**config.mk**
```make
export PLATFORM = sky130hd
export DESIGN_NAME = record_access_page_splitter
export DESIGN_NICKNAME = d
export VERILOG_FILES = /design/src/rtl/rap_pkg.sv /design/src/rtl/rap_ctrl.sv /design/src/rtl/rap_dp.sv /design/src/rtl/record_access_page_splitter.sv
export SDC_FILE = /design/constraint.sdc
export NUM_CORES = 1
export LEC_CHECK = 0
export BUFFER_PORTS_ARGS = -buffer_cell sky130_fd_sc_hd__buf_4
export CAP_MARGIN = 20
export CORE_AREA = 2 2 139 141
export DETAILED_ROUTE_END_ITERATION = 8
export DIE_AREA = 0 0 141 143
export GPL_ROUTABILITY_DRIVEN = 0
export PLACE_DENSITY = 0.72
export REMOVE_ABC_BUFFERS = 1
export SETUP_SLACK_MARGIN = 0.1
export SYNTH_ARGS = -nofsm -noshare
export SYNTH_HDL_FRONTEND = slang
export SYNTH_SLANG_ARGS = --single-unit
```
**constraint.sdc**
```tcl
create_clock -name clock -period 8.75 [get_ports clock]
set_input_delay 0.4375 -clock clock [delete_from_list [all_inputs] [get_ports clock]]
set_output_delay 0.4375 -clock clock [all_outputs]
set_load 0.005 [all_outputs]
```
**src/rtl/rap_pkg.sv**
```systemverilog
// ----------------------------------------------------------------------------
// rap_pkg
// Shared types, constants and register codes of the record access page
// splitter.
// ----------------------------------------------------------------------------
package rap_pkg;

   localparam int MAX_RECORDS = 64;
   localparam int REG_HIGH    = 512;
   localparam int DIV_STEPS   = 16;

   localparam logic [1:0] CSR_RECORDS_PER_PAGE = 2'd0;
   localparam logic [1:0] CSR_RECORD_BYTES     = 2'd1;
   localparam logic [1:0] CSR_FIRST_PAGE       = 2'd2;

   typedef struct packed {
      logic        func;
      logic [15:0] start_record;
      logic [6:0]  record_count;
   } req_type;

   typedef struct packed {
      logic        access_kind;
      logic [7:0]  page;
      logic [8:0]  page_offset;
      logic [9:0]  byte_length;
      logic [14:0] buffer_offset;
      logic        last;
   } rsp_type;

   typedef struct packed {
      logic [9:0] records_per_page;
      logic [9:0] record_bytes;
      logic [7:0] first_page;
   } cfg_type;

   typedef enum logic [1:0] {
      ST_IDLE,
      ST_DIVIDE,
      ST_EMIT
   } state_type;

   typedef struct packed {
      logic load;
      logic div_step;
      logic emit_step;
   } ctrl_cmd_type;

   typedef struct packed {
      logic count_zero;
      logic div_last;
      logic chunk_last;
   } dp_status_type;

   function automatic logic [9:0] clamp_reg(input logic [9:0] value);
      logic [9:0] result;
      if (value == 10'd0) begin
         result = 10'd1;
      end else if (value > 10'(REG_HIGH)) begin
         result = 10'(REG_HIGH);
      end else begin
         result = value;
      end
      return result;
   endfunction

endpackage

```
**src/rtl/rap_ctrl.sv**
```systemverilog
// ----------------------------------------------------------------------------
// rap_ctrl
// Sequencer of the splitter: takes an item, runs the divider, then steps
// through the page chunks as the result side takes them.
// ----------------------------------------------------------------------------
module rap_ctrl (
   input  logic                   clock,
   input  logic                   reset,
   input  logic                   req_valid,
   output logic                   req_ready,
   output logic                   rsp_valid,
   input  logic                   rsp_ready,
   input  rap_pkg::dp_status_type status,
   output rap_pkg::ctrl_cmd_type  cmd
);
   import rap_pkg::*;

   state_type state_ff;
   state_type state_in;

   always_ff @(posedge clock) begin
      if (reset) begin
         state_ff <= ST_IDLE;
      end else begin
         state_ff <= state_in;
      end
   end

   always_comb begin
      state_in = state_ff;
      unique case (state_ff)
         ST_IDLE: begin
            if (req_valid && !status.count_zero) begin
               state_in = ST_DIVIDE;
            end
         end
         ST_DIVIDE: begin
            if (status.div_last) begin
               state_in = ST_EMIT;
            end
         end
         ST_EMIT: begin
            if (rsp_ready && status.chunk_last) begin
               state_in = ST_IDLE;
            end
         end
         default: begin
            state_in = ST_IDLE;
         end
      endcase
   end

   always_comb begin
      req_ready     = 1'b0;
      rsp_valid     = 1'b0;
      cmd.load      = 1'b0;
      cmd.div_step  = 1'b0;
      cmd.emit_step = 1'b0;
      unique case (state_ff)
         ST_IDLE: begin
            req_ready = 1'b1;
            cmd.load  = req_valid && !status.count_zero;
         end
         ST_DIVIDE: begin
            cmd.div_step = 1'b1;
         end
         ST_EMIT: begin
            rsp_valid     = 1'b1;
            cmd.emit_step = rsp_ready;
         end
         default: begin
            req_ready = 1'b0;
         end
      endcase
   end

endmodule

```
**src/rtl/rap_dp.sv**
```systemverilog
// ----------------------------------------------------------------------------
// rap_dp
// Datapath of the splitter: restoring divider for the start page and slot,
// and the chunk registers that produce one command per page.
// ----------------------------------------------------------------------------
module rap_dp (
   input  logic                   clock,
   input  logic                   reset,
   input  rap_pkg::cfg_type       cfg,
   input  rap_pkg::req_type       req_payload,
   input  rap_pkg::ctrl_cmd_type  cmd,
   output rap_pkg::dp_status_type status,
   output rap_pkg::rsp_type       rsp_payload
);
   import rap_pkg::*;

   logic        kind_ff;
   logic [6:0]  remaining_ff;
   logic [6:0]  remaining_in;
   logic [15:0] quot_ff;
   logic [15:0] quot_in;
   logic [9:0]  rem_ff;
   logic [9:0]  rem_in;
   logic [3:0]  step_ff;
   logic [7:0]  page_ff;
   logic [8:0]  slot_ff;
   logic [14:0] buf_pos_ff;

   logic [6:0]  count_sat;
   logic [10:0] trial;
   logic [10:0] trial_diff;
   logic        quot_bit;
   logic [9:0]  avail;
   logic [6:0]  chunk;
   logic [18:0] offset_prod;
   logic [16:0] length_prod;

   assign count_sat = (req_payload.record_count > 7'(MAX_RECORDS)) ?
                      7'(MAX_RECORDS) : req_payload.record_count;

   assign trial      = {rem_ff, quot_ff[15]};
   assign trial_diff = trial - {1'b0, cfg.records_per_page};
   assign quot_bit   = (trial >= {1'b0, cfg.records_per_page});
   assign rem_in     = quot_bit ? trial_diff[9:0] : trial[9:0];
   assign quot_in    = {quot_ff[14:0], quot_bit};

   assign avail = cfg.records_per_page - {1'b0, slot_ff};
   assign chunk = ({3'd0, remaining_ff} < avail) ? remaining_ff : avail[6:0];
   assign remaining_in = remaining_ff - chunk;

   assign offset_prod = {10'd0, slot_ff} * {9'd0, cfg.record_bytes};
   assign length_prod = {10'd0, chunk} * {7'd0, cfg.record_bytes};

   always_ff @(posedge clock) begin
      if (reset) begin
         step_ff <= '0;
      end else if (cmd.load) begin
         step_ff <= '0;
      end else if (cmd.div_step) begin
         step_ff <= step_ff + 4'd1;
      end
   end

   always_ff @(posedge clock) begin
      if (cmd.load) begin
         kind_ff      <= req_payload.func;
         remaining_ff <= count_sat;
         quot_ff      <= req_payload.start_record;
         rem_ff       <= '0;
         buf_pos_ff   <= '0;
      end else if (cmd.div_step) begin
         quot_ff <= quot_in;
         rem_ff  <= rem_in;
         if (status.div_last) begin
            page_ff <= quot_in[7:0] + cfg.first_page;
            slot_ff <= rem_in[8:0];
         end
      end else if (cmd.emit_step) begin
         remaining_ff <= remaining_in;
         page_ff      <= page_ff + 8'd1;
         slot_ff      <= '0;
         buf_pos_ff   <= buf_pos_ff + length_prod[14:0];
      end
   end

   assign status.count_zero = (count_sat == 7'd0);
   assign status.div_last   = (step_ff == 4'(DIV_STEPS - 1));
   assign status.chunk_last = (remaining_in == 7'd0);

   assign rsp_payload.access_kind   = kind_ff;
   assign rsp_payload.page          = page_ff;
   assign rsp_payload.page_offset   = offset_prod[8:0];
   assign rsp_payload.byte_length   = length_prod[9:0];
   assign rsp_payload.buffer_offset = buf_pos_ff;
   assign rsp_payload.last          = status.chunk_last;

endmodule

```
**src/rtl/record_access_page_splitter.sv**
```systemverilog
// ----------------------------------------------------------------------------
// record_access_page_splitter
// Splits a request for a run of fixed-size records into one flash command
// per page touched.
// ----------------------------------------------------------------------------
// An accepted item with a nonzero record count runs through the restoring
// divider, one quotient bit per cycle, to find the start page and slot, and
// then steps through its page chunks while rsp_ready is high; no new item
// is taken until the last chunk of a request has been taken. An item with a
// record count of zero is taken from the idle state and produces no result.
// Configuration writes are always accepted and should be made only while
// the block is idle.
module record_access_page_splitter (
   input  logic             clock,
   input  logic             reset,
   input  logic             req_valid,
   output logic             req_ready,
   input  rap_pkg::req_type req_payload,
   output logic             rsp_valid,
   input  logic             rsp_ready,
   output rap_pkg::rsp_type rsp_payload,
   input  logic             csr_valid,
   output logic             csr_ready,
   input  logic [1:0]       csr_index,
   input  logic [9:0]       csr_data
);
   import rap_pkg::*;

   cfg_type       cfg_ff;
   cfg_type       cfg_in;
   ctrl_cmd_type  cmd;
   dp_status_type status;

   assign csr_ready = 1'b1;

   always_comb begin
      cfg_in = cfg_ff;
      if (csr_valid) begin
         unique case (csr_index)
            CSR_RECORDS_PER_PAGE: cfg_in.records_per_page = clamp_reg(csr_data);
            CSR_RECORD_BYTES:     cfg_in.record_bytes     = clamp_reg(csr_data);
            CSR_FIRST_PAGE:       cfg_in.first_page       = csr_data[7:0];
            default:              cfg_in = cfg_ff;
         endcase
      end
   end

   always_ff @(posedge clock) begin
      if (reset) begin
         cfg_ff.records_per_page <= 10'd1;
         cfg_ff.record_bytes     <= 10'd1;
         cfg_ff.first_page       <= 8'd0;
      end else begin
         cfg_ff <= cfg_in;
      end
   end

   rap_ctrl u_ctrl (
      .clock     (clock),
      .reset     (reset),
      .req_valid (req_valid),
      .req_ready (req_ready),
      .rsp_valid (rsp_valid),
      .rsp_ready (rsp_ready),
      .status    (status),
      .cmd       (cmd)
   );

   rap_dp u_dp (
      .clock       (clock),
      .reset       (reset),
      .cfg         (cfg_ff),
      .req_payload (req_payload),
      .cmd         (cmd),
      .status      (status),
      .rsp_payload (rsp_payload)
   );

endmodule

```
==> impl_metrics.json <==
{
  "ys_seq_elements": 100,
  "period_minus_slack_ns": 8.40,
  "ios": 88,
  "rows": 50,
  "ir_drop_uv": 101,
  "cts_tree": "built",
  "max_freq_mhz": 119,
  "synth-async-reset-ratio": 0,
  "setup.worst_path.start": "cfg_ff[18]",
  "synth_edf_count": 41,
  "swShare": 0.361,
  "pwr-share-seq": 0.344,
  "hold_ws_ns": 0.258,
  "dr.pass1.iters": 5,
  "clkPwrFrac": 0.256,
  "slowest_delay_ns": 0.53,
  "arrival_ns": 8.69,
  "cp_max_fo": 6,
  "nFillCells": 1594,
  "hold_violations": 0,
  "critPathCaptureType": "flip-flop",
  "yosysTopAreaCellShare": 0.133,
  "hp-class": "input pin to flip-flop",
  "post_drt_wl_per_cell_um": 15.4,
  "grtUsageTotal": 0.220,
  "p_comb_frac": 0.400,
  "numCtsBuffers": 9,
  "start_util": 0.506,
  "h-tree-depth": 3,
  "die_x_um": 141,
  "diodes": 0,
  "placed_cell_area_mm2": 0.0103,
  "viasPerCell": 5.38,
  "slew_viol_final": 0,
  "drt-initial-drc-count": 387,
  "core_mm2": 0.0186,
  "antenna_found_initial": 0,
  "first_global_vias": 7384,
  "synth_most_common_cell": "nand2_1",
  "cts_sinks": 100,
  "ys.warnings.count": 0,
  "grt_pass1_wl_mm": 35.8,
  "relSlewSlack": 0.356,
  "synth_top_cell_by_area": "ha_1",
  "critPathTopFamily": "adder cells",
  "post-dp-hpwl_mm": 16.4,
  "grt_max_degree": 35,
  "min_from": "req_payload[23]",
  "path_buf_inv": 7,
  "outcome": "completed",
  "die_height_um": 143,
  "cp_data_required_time_ns": 9.04,
  "clockRootBuffer": "clkbuf_16",
  "drtAntennaViolNets": 0,
  "setup_ws_ns": 0.352,
  "crit_type": "flip-flop to flip-flop",
  "synthCells": 1101,
  "fin_nets": 1390,
  "vias": 7676,
  "intPower_w": 0.00107,
  "overflow": 0,
  "synthToLayoutAreaGrowth_pct": 16.9,
  "tightest_slew_ns": 0.963,
  "synth_cell_types": 60,
  "routed_wl_mm": 22.0,
  "clk_pin_slew_ns": 0.07,
  "synth_area_per_cell_um2": 8.53,
  "period_share": 0.960,
  "setup_viol": 0,
  "yosysSeqAreaShare": 0.257,
  "pre_cts_ws_ns": 0.0873,
  "p_switching_w": 0.000606,
  "synthTopCellsByCount": "nand2_1 (172), inv_1 (127), ha_1 (100)",
  "drc": 0,
  "numPortBuffers": 86,
  "r2r_slack_ns": 0.35,
  "cp-start-kind": "flip-flop",
  "synth_area_leaders": "ha_1 (13%), edfxtp_1 (13%), fa_1 (13%), dfxtp_1 (13%), nand2_1 (6.9%)",
  "max_cap_violations": 0,
  "regArea_mm2": 0.00241,
  "drive_above_1_share": 0.154,
  "cp_slowest_cell": "fa_1",
  "multiInputGateArea_mm2": 0.00655,
  "cts.path.max_buffers": 2,
  "ys.flop_type": "dfxtp_1",
  "fp.dieArea_mm2": 0.0202,
  "p_leak_nw": 5.09,
  "worstSkewPairLatency_ns": 0.36,
  "finalInstanceArea_mm2": 0.0110,
  "powerDensity_mw_per_mm2": 153,
  "fin_worst_skew_ns": 0.0131,
  "syn_area_mm2": 0.00939,
  "reg2reg_from": "cfg_ff[18]"
}
[cells in the final DEF (no fill, tap or decap), drive strengths merged, types with 45 or more instances in the layout]
cell type / synthesis / routed
xnor2: 53 / 53
and2: 45 / 45
a21oi: 61 / 61
buf: 3 / 120
inv: 127 / 130
o21ai: 48 / 48
fa: 61 / 61
ha: 100 / 100
dfxtp: 59 / 59
nor2: 61 / 61
nand2: 172 / 172
[worst reg2reg max path, delay by kind of cell, from the launching register on]
family                     cells  cell delay, ns
AOI/OAI and AO/OA             13            2.31
xor gates and xnor gates       1            0.13
adders and majority gates      9            3.14
buffers and inverters          7            0.73
DFF                            1            0.33
muxes                          2            0.38
and+or+nand+nor                9            1.30
[path summary, 6_finish.rpt]
| check | endpoint | cells past startpoint |
|---|---|---|
| min reg2reg | cfg_ff[18] | 1 |
| max | u_dp.buf_pos_ff[14] | 41 |
| min | u_dp.kind_ff | 1 |
| max reg2reg | u_dp.buf_pos_ff[14] | 41 |
[power groups by stage]
stage / clock network [W] / registers (W) / logic (W)
after floorplan: 0 / 0.000571 / 0.000460
after global placement: 0 / 0.000584 / 0.000612
after detailed placement: 0 / 0.000584 / 0.000627
after CTS: 0.000437 / 0.000575 / 0.000631
after global routing: 0.000456 / 0.000581 / 0.000759
final: 0.000430 / 0.000577 / 0.000672
[logic make-up (layout without fill, tap and decap cells)]
group           Yosys count  count (layout)  synth area share
simple gates            400             401             0.203
buf+inv                 173             264            0.0701
compound gates          169             169             0.109
fa+ha+maj               161             161             0.263
flops                   100             100             0.257
xor+xnor                 74              74            0.0713
mux                      23              23            0.0254
other cells               1               1          0.000399
[registers in the layout (all words and copies together) (netlist names)]
| register | cells |
|---|---|
| cfg_ff | 28 |
| u_dp.kind_ff | 1 |
| u_dp.remaining_ff | 7 |
| u_ctrl.state_ff | 2 |
| u_dp.quot_ff | 16 |
| u_dp.step_ff | 4 |
| u_dp.slot_ff | 9 |
| u_dp.buf_pos_ff | 15 |
| u_dp.page_ff | 8 |
| u_dp.rem_ff | 10 |
[what timing repair did]
action / in CTS / in global routing
pin swaps: 0 / 28
setup buffers: 1 / 18
hold buffers: 0 / 0
resized for setup: 1 / 44
cloned: 0 / 1
setup endpoints to repair: 1 / 5
[layout make-up]
class                   count  share of cell area
well taps                 234              0.0267
repair buffers            120              0.0842
inverters                 128              0.0438
flip-flops and latches    100               0.220
multi-input cells         829               0.597
clock inverters             7             0.00843
clock buffers               9              0.0205
[through the flow]
stage	setup TNS (ns)	cells	utilization	power, W
after detailed placement	0	1390	0.552	0.00121
after CTS	0	1407	0.570	0.00164
after global routing	-0.0989	1427	0.591	0.00180
after global placement	0	1390	0.552	0.00120
final	0	1427	0.591	0.00168
after floorplan	0	1056	-	0.00103
[routing by layer]
layer  global-route usage  share of wire  wire, µm  vias to the layer above
met3               0.0339          0.056      1230                       22
li1                     -              -         -                     3805
met5                    0              0         0                        -
met1                0.312           0.47     10400                     3642
met2                0.355           0.45      9990                      207
met4               0.0553          0.015       333                        0
Note: power is estimated with default switching activity, not from simulation.
